File: config.mk
export PLATFORM = sky130hd
export DESIGN_NAME = signed_length_rle_decoder_top
export DESIGN_NICKNAME = d
export VERILOG_FILES = /design/src/hdl/slrd_pkg.sv /design/src/hdl/slrd_front.sv /design/src/hdl/slrd_queue.sv /design/src/hdl/slrd_back.sv /design/src/hdl/signed_length_rle_decoder_top.sv
export SDC_FILE = /design/constraint.sdc
export NUM_CORES = 1
export LEC_CHECK = 0
export CAP_MARGIN = 5
export CORE_MARGIN = 2
export CORE_UTILIZATION = 57
export DETAILED_ROUTE_END_ITERATION = 16
export DONT_BUFFER_PORTS = 1
export PLACE_DENSITY = 0.72
export RECOVER_POWER = 100
export SYNTH_ARGS = -nofsm -noshare
export SYNTH_HDL_FRONTEND = slang
export SYNTH_SLANG_ARGS = --single-unit
File: constraint.sdc
create_clock -name clk_i -period 12.87 [get_ports clk_i]
set_input_delay 2.574 -clock clk_i [delete_from_list [all_inputs] [get_ports clk_i]]
set_output_delay 2.574 -clock clk_i [all_outputs]
set_load 0.1 [all_outputs]
File: src/hdl/slrd_pkg.sv
package slrd_pkg;

  // Write position and image size width
  localparam int unsigned PosW = 24;
  // Repeat count width: a negative 16-bit length gives 1 .. 32768
  localparam int unsigned CntW = 16;
  localparam int unsigned LitW = 15;
  localparam int unsigned QueueDepth = 2;
  localparam int unsigned QPtrW = $clog2(QueueDepth);
  localparam int unsigned QCntW = $clog2(QueueDepth + 1);

  localparam logic [7:0] FillByte = 8'hF6;

  // Input flag codes
  localparam logic OpByte = 1'b0;
  localparam logic OpEof  = 1'b1;

  // Result kind codes
  typedef enum logic [1:0] {
    KIND_RUN     = 2'd0,
    KIND_FILL    = 2'd1,
    KIND_CORRUPT = 2'd2
  } kind_e;

  // Parse phase of the front end
  typedef enum logic [1:0] {
    PH_LEN_LO  = 2'd0,
    PH_LEN_HI  = 2'd1,
    PH_REPEAT  = 2'd2,
    PH_LITERAL = 2'd3
  } phase_e;

  // Action handed from front to back
  typedef enum logic [1:0] {
    ACT_RUN     = 2'd0,
    ACT_FILL    = 2'd1,
    ACT_CORRUPT = 2'd2
  } act_e;

  typedef struct packed {
    act_e              act;
    logic [7:0]        value;
    logic [CntW-1:0]   count;
  } action_t;

  // Status the back end reports to the front end
  typedef struct packed {
    logic done;
  } back_status_t;

endpackage

File: src/hdl/slrd_front.sv
module slrd_front (
  input  logic                  clk_i,
  input  logic                  rst_ni,
  input  logic                  in_valid_i,
  input  logic                  in_eof_i,
  input  logic [7:0]            in_byte_i,
  output logic                  in_ready_o,
  input  slrd_pkg::back_status_t status_i,
  output logic                  push_o,
  output slrd_pkg::action_t     push_data_o,
  input  logic                  q_full_i
);
  import slrd_pkg::*;

  phase_e            phase_q, phase_d;
  logic [7:0]        len_lo_q, len_lo_d;
  logic [CntW-1:0]   rep_cnt_q, rep_cnt_d;
  logic [LitW-1:0]   lit_left_q, lit_left_d;
  logic              err_q, err_d;
  logic              take;
  logic [15:0]       raw_len;

  assign in_ready_o = !q_full_i;
  // Words arriving after an error or a finished image are dropped untouched
  assign take       = in_valid_i && !q_full_i && !err_q && !status_i.done;
  assign raw_len    = {in_byte_i, len_lo_q};

  // Next phase
  always_comb begin
    phase_d = phase_q;
    if (take) begin
      if (in_eof_i == OpEof) begin
        phase_d = PH_LEN_LO;
      end else begin
        unique case (phase_q)
          PH_LEN_LO: phase_d = PH_LEN_HI;
          PH_LEN_HI: begin
            if (raw_len[15]) begin
              phase_d = PH_REPEAT;
            end else if (raw_len != 16'd0) begin
              phase_d = PH_LITERAL;
            end else begin
              phase_d = PH_LEN_LO;
            end
          end
          PH_REPEAT: phase_d = PH_LEN_LO;
          PH_LITERAL: begin
            if (lit_left_q == LitW'(1)) phase_d = PH_LEN_LO;
          end
          default: phase_d = PH_LEN_LO;
        endcase
      end
    end
  end

  // Datapath registers and queue actions
  always_comb begin
    len_lo_d    = len_lo_q;
    rep_cnt_d   = rep_cnt_q;
    lit_left_d  = lit_left_q;
    err_d       = err_q;
    push_o      = 1'b0;
    push_data_o = '{act: ACT_RUN, value: in_byte_i, count: CntW'(1)};
    if (take) begin
      if (in_eof_i == OpEof) begin
        push_o = 1'b1;
        if (phase_q == PH_LEN_LO || phase_q == PH_LEN_HI) begin
          push_data_o.act = ACT_FILL;
        end else begin
          push_data_o.act = ACT_CORRUPT;
          err_d           = 1'b1;
        end
      end else begin
        unique case (phase_q)
          PH_LEN_LO: len_lo_d = in_byte_i;
          PH_LEN_HI: begin
            // Negate the length: 0x8000 maps to a count of 32768
            if (raw_len[15]) rep_cnt_d = CntW'(16'd0 - raw_len);
            else             lit_left_d = raw_len[LitW-1:0];
          end
          PH_REPEAT: begin
            push_o            = 1'b1;
            push_data_o.count = rep_cnt_q;
          end
          PH_LITERAL: begin
            push_o     = 1'b1;
            lit_left_d = lit_left_q - LitW'(1);
          end
          default: ;
        endcase
      end
    end
  end

  always_ff @(posedge clk_i or negedge rst_ni) begin
    if (!rst_ni) begin
      phase_q    <= PH_LEN_LO;
      err_q      <= 1'b0;
      len_lo_q   <= '0;
      rep_cnt_q  <= '0;
      lit_left_q <= '0;
    end else begin
      phase_q    <= phase_d;
      err_q      <= err_d;
      len_lo_q   <= len_lo_d;
      rep_cnt_q  <= rep_cnt_d;
      lit_left_q <= lit_left_d;
    end
  end

endmodule

File: src/hdl/slrd_queue.sv
module slrd_queue (
  input  logic              clk_i,
  input  logic              rst_ni,
  input  logic              push_i,
  input  slrd_pkg::action_t push_data_i,
  output logic              full_o,
  input  logic              pop_i,
  output logic              empty_o,
  output slrd_pkg::action_t pop_data_o
);
  import slrd_pkg::*;

  action_t            mem_q [QueueDepth];
  logic [QPtrW-1:0]   wr_ptr_q, rd_ptr_q;
  logic [QCntW-1:0]   cnt_q;
  logic               do_push, do_pop;

  assign full_o     = (cnt_q == QCntW'(QueueDepth));
  assign empty_o    = (cnt_q == '0);
  assign do_push    = push_i && !full_o;
  assign do_pop     = pop_i && !empty_o;
  assign pop_data_o = mem_q[rd_ptr_q];

  // Store incoming actions
  always_ff @(posedge clk_i) begin
    if (do_push) mem_q[wr_ptr_q] <= push_data_i;
  end

  // Advance pointers and fill count
  always_ff @(posedge clk_i or negedge rst_ni) begin
    if (!rst_ni) begin
      wr_ptr_q <= '0;
      rd_ptr_q <= '0;
      cnt_q    <= '0;
    end else begin
      if (do_push) wr_ptr_q <= (wr_ptr_q == QPtrW'(QueueDepth - 1)) ? '0 : wr_ptr_q + 1'b1;
      if (do_pop)  rd_ptr_q <= (rd_ptr_q == QPtrW'(QueueDepth - 1)) ? '0 : rd_ptr_q + 1'b1;
      if (do_push && !do_pop)      cnt_q <= cnt_q + 1'b1;
      else if (do_pop && !do_push) cnt_q <= cnt_q - 1'b1;
    end
  end

endmodule

File: src/hdl/slrd_back.sv
module slrd_back (
  input  logic                   clk_i,
  input  logic                   rst_ni,
  input  logic [slrd_pkg::PosW-1:0] image_size_i,
  input  logic                   q_empty_i,
  input  slrd_pkg::action_t      q_data_i,
  output logic                   q_pop_o,
  output slrd_pkg::back_status_t status_o,
  output logic                   out_valid_o,
  input  logic                   out_ready_i,
  output slrd_pkg::kind_e        out_kind_o,
  output logic [7:0]             out_value_o,
  output logic [slrd_pkg::PosW-1:0] out_count_o,
  output logic                   out_complete_o
);
  import slrd_pkg::*;

  logic [PosW-1:0] pos_q, pos_d;
  logic            fin_q, fin_d;
  logic            err_q, err_d;
  logic            done;
  logic [PosW-1:0] room;
  logic [PosW-1:0] req;
  logic            fits_all;
  logic [PosW-1:0] n;
  logic            emit;

  logic            ov_q, ov_d;
  kind_e           kind_q, kind_d;
  logic [7:0]      value_q, value_d;
  logic [PosW-1:0] count_q, count_d;
  logic            cmpl_q, cmpl_d;

  assign done            = fin_q || (pos_q >= image_size_i);
  assign status_o.done   = done;
  assign q_pop_o         = !q_empty_i && (!ov_q || out_ready_i);
  assign room            = image_size_i - pos_q;
  assign req             = (q_data_i.act == ACT_FILL) ? room : PosW'(q_data_i.count);
  // A run that reaches the image end is trimmed to the space left
  assign fits_all        = (req >= room);
  assign n               = fits_all ? room : req;
  assign emit            = q_pop_o && !done && !err_q;

  // Carry out one action
  always_comb begin
    pos_d   = pos_q;
    fin_d   = fin_q;
    err_d   = err_q;
    ov_d    = ov_q && !out_ready_i;
    kind_d  = kind_q;
    value_d = value_q;
    count_d = count_q;
    cmpl_d  = cmpl_q;
    if (emit) begin
      ov_d = 1'b1;
      unique case (q_data_i.act)
        ACT_CORRUPT: begin
          err_d   = 1'b1;
          kind_d  = KIND_CORRUPT;
          value_d = 8'd0;
          count_d = '0;
          cmpl_d  = 1'b0;
        end
        ACT_FILL, ACT_RUN: begin
          pos_d   = pos_q + n;
          fin_d   = fits_all;
          kind_d  = (q_data_i.act == ACT_FILL) ? KIND_FILL : KIND_RUN;
          value_d = (q_data_i.act == ACT_FILL) ? FillByte : q_data_i.value;
          count_d = n;
          cmpl_d  = fits_all;
        end
        default: ov_d = ov_q && !out_ready_i;
      endcase
    end
  end

  always_ff @(posedge clk_i or negedge rst_ni) begin
    if (!rst_ni) begin
      pos_q <= '0;
      fin_q <= 1'b0;
      err_q <= 1'b0;
      ov_q  <= 1'b0;
    end else begin
      pos_q <= pos_d;
      fin_q <= fin_d;
      err_q <= err_d;
      ov_q  <= ov_d;
    end
  end

  // Hold the result word until it is taken
  always_ff @(posedge clk_i) begin
    kind_q  <= kind_d;
    value_q <= value_d;
    count_q <= count_d;
    cmpl_q  <= cmpl_d;
  end

  assign out_valid_o    = ov_q;
  assign out_kind_o     = kind_q;
  assign out_value_o    = value_q;
  assign out_count_o    = count_q;
  assign out_complete_o = cmpl_q;

  a_corrupt_empty: assert property (@(posedge clk_i) disable iff (!rst_ni)
    (ov_q && kind_q == KIND_CORRUPT) |-> (count_q == '0 && !cmpl_q && err_q))
    else $error("corrupt word carries a run");

  a_finish_reported: assert property (@(posedge clk_i) disable iff (!rst_ni)
    $rose(fin_q) |-> (ov_q && cmpl_q))
    else $error("image finished without a completing word");

  a_complete_sticky: assert property (@(posedge clk_i) disable iff (!rst_ni)
    (ov_q && cmpl_q) |-> fin_q)
    else $error("completing word without finished image");

  a_no_work_after_error: assert property (@(posedge clk_i) disable iff (!rst_ni)
    $past(err_q) |-> !emit)
    else $error("action carried out after an error");

endmodule

File: src/hdl/signed_length_rle_decoder_top.sv
// Signed-length run-length decoder. Each input word is one compressed byte
// (tuser = 0) or an end-of-file mark (tuser = 1). Blocks open with a 16-bit
// little-endian signed length: negative repeats the next byte, positive
// passes literal bytes, zero is skipped. Each output word is a run
// descriptor (value, count) with its kind in tuser: 0 decoded run, 1 end-of-
// file fill of 0xF6 up to the image size, 2 corrupt stream. Runs are trimmed
// to the configured image size; after the image is complete or a corrupt word
// was sent, input words are taken and dropped until reset. One input word is
// taken per cycle while the queue has room: a front parser feeds a two-entry
// action queue that a back unit drains into an output register at one action
// per cycle unless stalled, in a single step (compare, trim, position add).
module signed_length_rle_decoder_top (
  input  logic        clk_i,
  input  logic        rst_ni,
  input  logic        cfg_wr_en_i,
  input  logic [23:0] cfg_wr_data_i,   // image_size_bytes
  input  logic        s_axis_tvalid,
  output logic        s_axis_tready,
  input  logic [7:0]  s_axis_tdata,    // [7:0] data_byte
  input  logic        s_axis_tuser,    // [0] operation
  output logic        m_axis_tvalid,
  input  logic        m_axis_tready,
  output logic [39:0] m_axis_tdata,    // [7:0] run_value, [31:8] run_count,
                                       // [32] image_complete, rest zero
  output logic [1:0]  m_axis_tuser     // [1:0] result_kind
);
  import slrd_pkg::*;

  logic [PosW-1:0] size_q;
  back_status_t    status;
  logic            push, full, pop, empty;
  action_t         push_data, pop_data;
  kind_e           kind;
  logic [7:0]      value;
  logic [PosW-1:0] count;
  logic            cmpl;

  // Hold the image size register
  always_ff @(posedge clk_i or negedge rst_ni) begin
    if (!rst_ni) begin
      size_q <= '0;
    end else if (cfg_wr_en_i) begin
      size_q <= PosW'(cfg_wr_data_i);
    end
  end

  slrd_front u_front (
    .clk_i       (clk_i),
    .rst_ni      (rst_ni),
    .in_valid_i  (s_axis_tvalid),
    .in_eof_i    (s_axis_tuser),
    .in_byte_i   (s_axis_tdata),
    .in_ready_o  (s_axis_tready),
    .status_i    (status),
    .push_o      (push),
    .push_data_o (push_data),
    .q_full_i    (full)
  );

  slrd_queue u_queue (
    .clk_i       (clk_i),
    .rst_ni      (rst_ni),
    .push_i      (push),
    .push_data_i (push_data),
    .full_o      (full),
    .pop_i       (pop),
    .empty_o     (empty),
    .pop_data_o  (pop_data)
  );

  slrd_back u_back (
    .clk_i          (clk_i),
    .rst_ni         (rst_ni),
    .image_size_i   (size_q),
    .q_empty_i      (empty),
    .q_data_i       (pop_data),
    .q_pop_o        (pop),
    .status_o       (status),
    .out_valid_o    (m_axis_tvalid),
    .out_ready_i    (m_axis_tready),
    .out_kind_o     (kind),
    .out_value_o    (value),
    .out_count_o    (count),
    .out_complete_o (cmpl)
  );

  // Pack the result word
  assign m_axis_tdata = {7'd0, cmpl, 24'(count), value};
  assign m_axis_tuser = kind;

endmodule
Word-level counts from Yosys, hierarchy flattened

Memory sizes are Yosys's and may differ from the RTL's.
Index checks and enable logic that the tools add are counted.
Widths: inputs -> output; s select.

Bits in registers: 132
Bits in latches: 0
Bits in writable memories: 52
Memory bits (read-only): 0
Bits of input ports: 38
Output and inout bits: 44
Memories: 1

Add/sub/neg operators: 8
Multiply operators: 0
Div/mod/pow operators: 0
Order comparisons: 2
Equality and inequality tests: 9
Shift operators: 0
Muxes and demuxes: 32
Bitwise gates (word level): 2
Reductions and logical operators: 41

Memory list:

| memory        | words | bits a word | read ports | clocked after Yosys merged registers in | wr ports | RTL line         | RTL |
|---|---|---|---|---|---|---|---|
| u_queue.mem_q | 2     | 26          | 1          | 0                                       | 1        | slrd_queue.sv:13 | `action_t mem_q [QueueDepth];` |

Operators with widths:

| kind                  | count |
|---|---|
| $ge 24x24->1          | 2 |
| $mux 16               | 3 |
| $mux 24               | 2 |
| $pmux 24 s2           | 1 |
| $pmux 15 s2           | 1 |
| $add 24x24->24        | 1 |
| $sub 24x24->24        | 1 |
| $mux 2                | 9 |
| $pmux 8 s2            | 1 |
| $reduce_bool 16->1    | 1 |
| $sub 1x16->16 const A | 1 |
| $eq 15x1->1 const B   | 1 |
| $mux 15               | 1 |
| $sub 15x1->15 const B | 1 |
| $logic_and 1x1->1     | 11 |
| $mux 1                | 10 |
| $logic_not 1->1       | 9 |
| $eq 2x2->1 const B    | 4 |
| $mux 8                | 1 |
| $pmux 2 s4            | 1 |
| $reduce_and 2->1      | 4 |
| $reduce_and 4->1      | 2 |
| $logic_not 2->1       | 3 |
| $reduce_and 3->1      | 2 |
| other kinds (13)      | 21 |

Depth between registers and ports, before layout

Gate-level depths: netlist of run 1.

Depth in word-level cells: 11
Depth in mapped cells: 34

Cells and area by module

From an unflattened synthesis of run 1, not the netlist that was laid out.

Cells, all modules: 1195
Area, all modules: 11977.7 sq um

By module, submodules not included:

| module                        | times used | cells an instance | area each (sq um) | seq. area each (sq um) |
|---|---|---|---|---|
| slrd_back                     | 1          | 748               | 6187.2            | 1726.7 |
| slrd_front                    | 1          | 287               | 2556.2            | 1051.0 |
| slrd_queue                    | 1          | 100               | 2173.3            | 1661.6 |
| signed_length_rle_decoder_top | 1          | 60                | 1061.0            | 600.6 |

Least setup slack after synthesis of run 1

No wires, ideal clock.

Kind: register to register
Start: register u_back.pos_q[1]
End: register u_back.pos_q[23]
Setup time: 0.080 ns
Arrival: 6.323 ns
Required time: 12.790 ns
Setup slack: 6.467 ns
Stages on the path, launching flop included: 30
Buffers on the path: 2
Period minus slack after synthesis: 6.403 ns
Cells stage by stage: dfrtp_1 -> inv_1 -> ha_1 -> nor2b_1 -> o31a_1 -> o21ai_0 -> o21ai_0 -> a21oi_1 -> xor2_1 -> a21oi_1 -> ha_1 -> o21ai_0 -> a21oi_1 -> a31o_2 -> nand4_1 -> or4_1 -> buf_2 -> clkbuf_1 -> o211ai_1 -> nand2_1 -> ha_1 -> a2111oi_0 -> o21ai_0 -> a21oi_1 -> a211oi_1 -> nand2b_1 -> a41o_1 -> o41ai_1 -> mux2i_1 -> xnor2_1

Elaborated cells between the ends (all ways): 11
Classes of those cells: 2 x add/sub; 2 x order compare; 2 x mux; 5 x reduce/logical

RTL lines:

| element                  | RTL line        | RTL |
|---|---|---|
| start: declaration       | slrd_back.sv:18 | `logic [PosW-1:0] pos_q, pos_d;` |
| start signal: assignment | slrd_back.sv:84 | `pos_q <= pos_d;` |
| $sub 24x24->24 (*)       | slrd_back.sv:37 | `assign room = image_size_i - pos_q;` |
| $mux 24                  | slrd_back.sv:38 | `assign req = (q_data_i.act == ACT_FILL) ? room : PosW'(q_data_i.count);` |
| $ge 24x24->1             | slrd_back.sv:40 | `assign fits_all = (req >= room);` |
| $mux 24 (*)              | slrd_back.sv:41 | `assign n = fits_all ? room : req;` |
| via u_back.n[6]          | slrd_back.sv:25 | `logic [PosW-1:0] n;` |
| $add 24x24->24 (*)       | slrd_back.sv:65 | `pos_d = pos_q + n;` |

Mark *: on every way through the listed nets, which the timed path passes. The rest lies on a longest branch.
A chain may end at the register's enable or synchronous reset.

Worst setup path in the final report of run 1

Start: register u_queue.rd_ptr_q
End: register u_back.pos_q[23]

Cells in the longest elaborated chain, start to end: 6
Elaborated cells between the ends (all ways): 9
Classes of those cells: 1 x add/sub; 1 x order compare; 1 x eq/ne; 2 x mux; 3 x reduce/logical; 1 x memory

Ends and longest elaborated chain:

| element                  | RTL line         | RTL |
|---|---|---|
| start: declaration       | slrd_queue.sv:14 | `logic [QPtrW-1:0] wr_ptr_q, rd_ptr_q;` |
| start signal: assignment | slrd_queue.sv:37 | `if (do_pop) rd_ptr_q <= (rd_ptr_q == QPtrW'(QueueDepth - 1)) ? '0 : rd_ptr_q + 1'b1;` |
| $mem_v2 2x26 (*)         | -                |  |
| $eq 2x1->1               | slrd_back.sv:38  |  |
| $mux 24 (*)              | slrd_back.sv:38  |  |
| $ge 24x24->1             | slrd_back.sv:40  |  |
| $mux 24 (*)              | slrd_back.sv:41  |  |
| via u_back.n[1]          | slrd_back.sv:25  |  |
| $add 24x24->24 (*)       | slrd_back.sv:65  |  |

Marked as above.

==> flow_metrics.env, run 1 <==
export IMPL_grt_pass1_vias=7954
export IMPL_cts_num_sinks=184
export IMPL_timing_setup_tns_ns=0
export IMPL_area_growth_pct=6.75
export IMPL_wl_per_cell_um=20.0
export IMPL_syn_inst=1148
export IMPL_grt_pass1_wl_um=43900
export IMPL_synth_ff_type="dfrtp_1"
export IMPL_period_needed_ns=9.36
export IMPL_r2r_start="u_queue.rd_ptr_q"
export IMPL_cts_buffers=17
export IMPL_slew_headroom_pct=-36.0
export IMPL_wirelength_um=28100
export IMPL_synthArstFlopShare_pct=52.7
export IMPL_yosysUniqueCellTypes=72
export IMPL_pre_cts_ws_ns=4.99
export IMPL_nNetsFinal=1232
export IMPL_multi_input_area_um2=5660
export IMPL_synthTopCellsByArea="edfxtp_1, dfrtp_1, ha_1"
export IMPL_p_total_mw=3.42
export IMPL_clockBufferDepth=2
export IMPL_io_pins=82
export IMPL_critPathArrivalTime_ns=9.72
export IMPL_die_x_um=144
export IMPL_fmax_mhz=107
export IMPL_core_area_um2=19300
export IMPL_violations="capacitance limit, slew limit"
export IMPL_critical_path_class="flop to flop"
export IMPL_post_route_period_util_pct=72.7
export IMPL_final_layout_size_suffix_gt1_share_pct=8.09
export IMPL_grt_util_all_layers_pct=28.2
export IMPL_dp_hpwl_um=21200
export IMPL_path_clk_slew_ns=0.08
export IMPL_worstSetupStartpointType="flop"
export IMPL_cts_root_buf="clkbuf_16"
export IMPL_status="finished, violations left"
export IMPL_cts_htree_levels=4
export IMPL_synth_avg_cell_area_um2=9.73
export IMPL_crit_top_cell="a211oi_1"
export IMPL_min_path_cells=1
export IMPL_hold_viol=0
export IMPL_max_cap_violations=5
export IMPL_post_cts_buffers=0
export IMPL_die_h_um=144
export IMPL_drt_iter0_markers=657
export IMPL_yosysWarningCount=0
export IMPL_synth_top_area_share_pct=23.4
export IMPL_regArea_um2=5040
export IMPL_hold_buffers=0
export IMPL_ys_ff_latch=184
export IMPL_layout_cells_most_common="a21oi_1"
export IMPL_grt_max_degree=98
export IMPL_critPathMaxStageDelay_ns=1.45
export IMPL_hold_worst_slack_ns=0.472
export IMPL_antenna_found_initial=0
export IMPL_cts_tree="done"
export IMPL_hold_start="u_front.err_q"
export IMPL_cts_resized=0
export IMPL_vias=8464
export IMPL_setup_viol=0
export IMPL_hold_path_class="flop to flop"
export IMPL_drc=0
export IMPL_ant_nets=0
export IMPL_rr_endpoint="u_back.pos_q[23]"
export IMPL_drv_slew=126
export IMPL_viasPerCell=6.03
export IMPL_portBuffers=0
export IMPL_placed_cells=1370
export IMPL_synth_edf_count=87
export IMPL_place_congestion=1.02
export IMPL_cp_end_kind="flop"
export IMPL_ys_seq_area_share_pct=45.1
export IMPL_layout_common_cells="a21oi_1, dfrtp_1, nand2_1"
export IMPL_num_rows=51
export IMPL_setup_ws_ns=3.51
export IMPL_fin_skew_ns=0.0191
export IMPL_irDropWorstVdd_mv=0.183
export IMPL_fillers=1596
export IMPL_rsz0062_at_grt="false"
export IMPL_design_die_area_um2=20700
export IMPL_grt_overflow=0
export IMPL_powerDensity_nw_per_um2=287
export IMPL_initial_core_util_pct=57.7
export IMPL_worst_pin_slew_ns=2.04
export IMPL_crit_slowest_cell="clkbuf_1"
export IMPL_crit_fanout=33
export IMPL_reg2reg_slack_ns=3.51
export IMPL_drtPass1Iterations=5
export IMPL_clock_latency_ns=0.45
export IMPL_synth_top_area_cell="edfxtp_1"
export IMPL_synth_cell_area_um2=11200
export IMPL_rr_worst_depth=27
export IMPL_critPathRequiredTime_ns=13.23
export IMPL_worstHoldEndpoint="u_front.err_q"
export IMPL_final_cells=1403
export IMPL_cellLeakagePower_nw=4.86
[final cells by class]
| type | instances | share of cell area, % |
|---|---|---|
| Inverter | 59 | 1.86 |
| Timing Repair Buffer | 10 | 0.409 |
| Tap cell | 265 | 2.78 |
| Antenna cell | 1 | 0.0210 |
| Clock buffer | 17 | 3.57 |
| Multi-Input combinational cell | 852 | 47.5 |
| Sequential cell | 184 | 42.3 |
| Clock inverter | 15 | 1.61 |
[critical path, delay by kind of cell, from the launching register on]
| family | cells | cell delay [ns] |
|---|---|---|
| buffers and inverters | 4 | 2.52 |
| XOR/XNOR | 1 | 0.15 |
| adder cells (fa/ha/maj) | 2 | 0.61 |
| AND/OR/NAND/NOR | 6 | 0.76 |
| AO/OA/AOI/OAI | 12 | 3.91 |
| multiplexers | 2 | 0.98 |
| flip-flops | 1 | 0.32 |
[Yosys cell counts (3+ instances only)]
master,number
nand2b_1,16
o21ai_0,90
ha_1,68
a31oi_1,4
edfxtp_1,87
a22oi_1,5
or3_1,7
buf_4,8
o21bai_1,3
inv_1,59
a21o_1,12
nand4_1,8
clkbuf_1,38
a211oi_1,19
o22ai_1,5
nand2_1,96
xor2_1,31
buf_1,4
o31a_1,3
or2_2,5
nand3b_1,4
o2111ai_1,3
nor2_1,89
nand3_1,30
and3_1,7
nor4_1,5
dfrtp_1,97
mux2_2,42
nor3_1,28
a2111oi_0,5
xnor2_1,24
o31ai_1,6
or4_1,4
a21boi_0,3
o21ai_1,4
nor2b_1,13
o21a_1,7
a21oi_1,100
and2_1,23
buf_2,9
mux2i_1,20
o211ai_1,18
[logic make-up (layout without fill, tap and decap cells)]
family,count (synthesis),in the layout,share of synthesized area (%)
mux,62,62,6.03
buf+inv,118,101,4.34
simple gates,342,342,14.6
xor+xnor,55,55,4.31
flops,184,184,45.1
compound gates,316,316,17.5
other cells,1,8,0.0336
fa+ha+maj,70,70,7.98
[flip-flops by register name, indices dropped and copies added (netlist names), 2 cells and up]
signal	cells
u_back.out_value_o	8
u_front.phase_q	2
u_queue.cnt_q	2
u_front.len_lo_q	8
u_front.rep_cnt_q	16
u_back.out_kind_o	2
u_front.lit_left_q	15
u_back.pos_q	24
size_q	24
u_back.out_count_o	24
u_queue.mem_q	52
[power by group]
group	total (mW)	switching, mW	leakage, nW	internal (mW)
clock	0.531	0.265	0.298	0.266
combinational	1.92	1.20	2.56	0.721
sequential	0.967	0.198	2.00	0.769
[how the worst max path moves through the flow]
stage                          start               end  slack [ns]  cells after the start
floorplan            u_back.pos_q[1]  u_back.pos_q[23]        6.47                     29
global placement    u_queue.rd_ptr_q  u_back.pos_q[23]        5.26                     27
detailed placement  u_queue.rd_ptr_q  u_back.pos_q[23]        4.99                     26
CTS                 u_queue.rd_ptr_q  u_back.pos_q[23]        4.97                     26
global route        u_queue.rd_ptr_q  u_back.pos_q[23]        2.82                     27
finish              u_queue.rd_ptr_q  u_back.pos_q[23]        3.51                     27
[routing by layer]
metal,up-vias,global-route usage [%],share of wire [%]
met1,4016,37.8,43
met2,300,45.1,47
met3,48,6.76,6.7
met5,-,0,0
met4,0,9.70,3.0
li1,4100,-,-
[per-stage QoR]
stage               util (%)  area [µm²]
global placement        58.7       11300
global route            61.6       11900
CTS                     61.9       12000
floorplan                  -       11200
detailed placement      58.7       11300
finish                  61.6       11900
(Power assumes the default switching activity.)
==> inputs of run 2 (changes only) <==
--- a/config.mk
+++ b/config.mk
@@ -10,7 +10,7 @@
 export CORE_UTILIZATION = 57
 export DETAILED_ROUTE_END_ITERATION = 16
 export DONT_BUFFER_PORTS = 1
-export PLACE_DENSITY = 0.72
+export PLACE_DENSITY = 0.75
 export RECOVER_POWER = 100
 export SYNTH_ARGS = -nofsm -noshare
 export SYNTH_HDL_FRONTEND = slang
==> constraint.sdc (replaced) <==
create_clock -name clk_i -period 8 [get_ports clk_i]
set_input_delay 1.6 -clock clk_i [delete_from_list [all_inputs] [get_ports clk_i]]
set_output_delay 1.6 -clock clk_i [all_outputs]
set_load 0.1 [all_outputs]
==> flow_metrics.env, run 2 (synthesized netlist as in run 1, its figures left out) <==
export IMPL_die_h_um=144
export IMPL_initial_core_util_pct=57.7
export IMPL_cts_root_buf="clkbuf_16"
export IMPL_regMostFlops="u_queue.mem_q"
export IMPL_cts_resized=0
export IMPL_drv_slew=38
export IMPL_final_layout_size_suffix_gt1_share_pct=8.73
export IMPL_rsz0062_at_grt="false"
export IMPL_core_area_um2=19300
export IMPL_setup_viol=0
export IMPL_cellLeakagePower_nw=4.90
export IMPL_max_cap_violations=3
export IMPL_hold_start="u_front.err_q"
export IMPL_r2r_start="u_back.pos_q[1]"
export IMPL_critPathArrivalTime_ns=7.81
export IMPL_cp_end_kind="flop"
export IMPL_powerDensity_nw_per_um2=463
export IMPL_cts_buffers=17
export IMPL_violations="capacitance limit, slew limit"
export IMPL_rr_worst_depth=27
export IMPL_antenna_found_initial=4
export IMPL_grt_util_all_layers_pct=27.4
export IMPL_reg2reg_slack_ns=0.55
export IMPL_slew_headroom_pct=-31.3
export IMPL_clockBufferDepth=2
export IMPL_setup_ws_ns=0.548
export IMPL_hold_viol=0
export IMPL_grt_max_degree=98
export IMPL_hold_path_class="flop to flop"
export IMPL_drtPass1Iterations=5
export IMPL_wirelength_um=27400
export IMPL_critical_path_class="flop to flop"
export IMPL_drc=0
export IMPL_io_pins=82
export IMPL_cpLargestDelayFamily="compound AO/OA/AOI/OAI gates"
export IMPL_worstHoldEndpoint="u_front.err_q"
export IMPL_design_die_area_um2=20700
export IMPL_crit_slowest_cell="or4_1"
export IMPL_post_cts_buffers=0
export IMPL_p_total_mw=5.56
export IMPL_nNetsFinal=1240
export IMPL_clock_latency_ns=0.44
export IMPL_critPathRequiredTime_ns=8.35
export IMPL_timing_setup_tns_ns=0
export IMPL_fmax_mhz=134
export IMPL_pre_cts_ws_ns=0.389
export IMPL_irDropWorstVdd_mv=0.274
export IMPL_cts_num_sinks=184
export IMPL_layout_common_cells="a21oi_1, dfrtp_1, nand2_1"
export IMPL_cts_tree="done"
export IMPL_dp_hpwl_um=20700
export IMPL_ant_nets=0
export IMPL_hold_buffers=0
export IMPL_wl_per_cell_um=19.4
export IMPL_status="finished, violations left"
export IMPL_grt_overflow=0
export IMPL_crit_fanout=10
export IMPL_rr_endpoint="u_back.pos_q[23]"
export IMPL_grt_pass1_vias=8011
export IMPL_path_clk_slew_ns=0.08
export IMPL_cts_htree_levels=4
export IMPL_drt_iter0_markers=467
export IMPL_min_path_cells=1
export IMPL_viasPerCell=6.01
export IMPL_final_cells=1413
export IMPL_period_needed_ns=7.45
export IMPL_area_growth_pct=7.62
export IMPL_worstSetupStartpointType="flop"
export IMPL_critPathMaxStageDelay_ns=0.72
export IMPL_largest_reg_flops=52
export IMPL_portBuffers=0
export IMPL_fin_skew_ns=0.0161
export IMPL_place_congestion=0.943
export IMPL_worst_pin_slew_ns=1.95
export IMPL_post_route_period_util_pct=93.1
export IMPL_layout_cells_most_common="a21oi_1"
export IMPL_vias=8495
export IMPL_die_x_um=144
export IMPL_path_buf_inv=1
export IMPL_placed_cells=1378
export IMPL_grt_pass1_wl_um=42900
export IMPL_num_rows=51
[run 2: per-stage QoR]
stage	cell area [µm²]	hold slack [ns]	util (%)
2_1_floorplan	11200	0.431	-
3_3_place_gp	11400	0.441	59.0
3_5_place_dp	11400	0.450	59.0
4_1_cts	12000	0.471	62.3
5_1_grt	12000	0.488	62.1
6_report	12000	0.470	62.1
[run 2: area by class of cell]
type,count,area (µm²)
timing repair buffer,18,101
multi-input combinational,852,5670
clock inverter,15,215
clock buffer,17,425
sequential,184,5040
antenna,3,7.51
fill,1590,7320
inverter,59,221
tap,265,332
[run 2: power by group]
part	internal [mW]	switching, mW	total (mW)
Clock	0.443	0.451	0.895
Combinational	1.18	1.93	3.11
Sequential	1.24	0.324	1.56
Total	2.86	2.70	5.56
[run 2: per-layer routing]
layer / share of wire [%] / global-route usage, % / wire length (µm) / vias up
met2: 48 / 45.1 / 13100 / 258
met3: 5.7 / 6.53 / 1580 / 56
met4: 3.4 / 11.1 / 937 / 2
met1: 43 / 35.0 / 11800 / 4060
met5: 0.047 / 0 / 13 / -
li1: - / - / - / 4119
[run 2: how the worst max path moves through the flow]
stage,start,end,slack [ns],cells after the start
floorplan,u_back.pos_q[1],u_back.pos_q[23],1.60,29
CTS,u_back.pos_q[1],u_back.pos_q[23],0.39,27
finish,u_back.pos_q[1],u_back.pos_q[23],0.55,27
global placement,u_back.pos_q[1],u_back.pos_q[23],0.52,27
detailed placement,u_back.pos_q[1],u_back.pos_q[23],0.39,27
global route,u_back.pos_q[1],u_back.pos_q[16],0.06,31
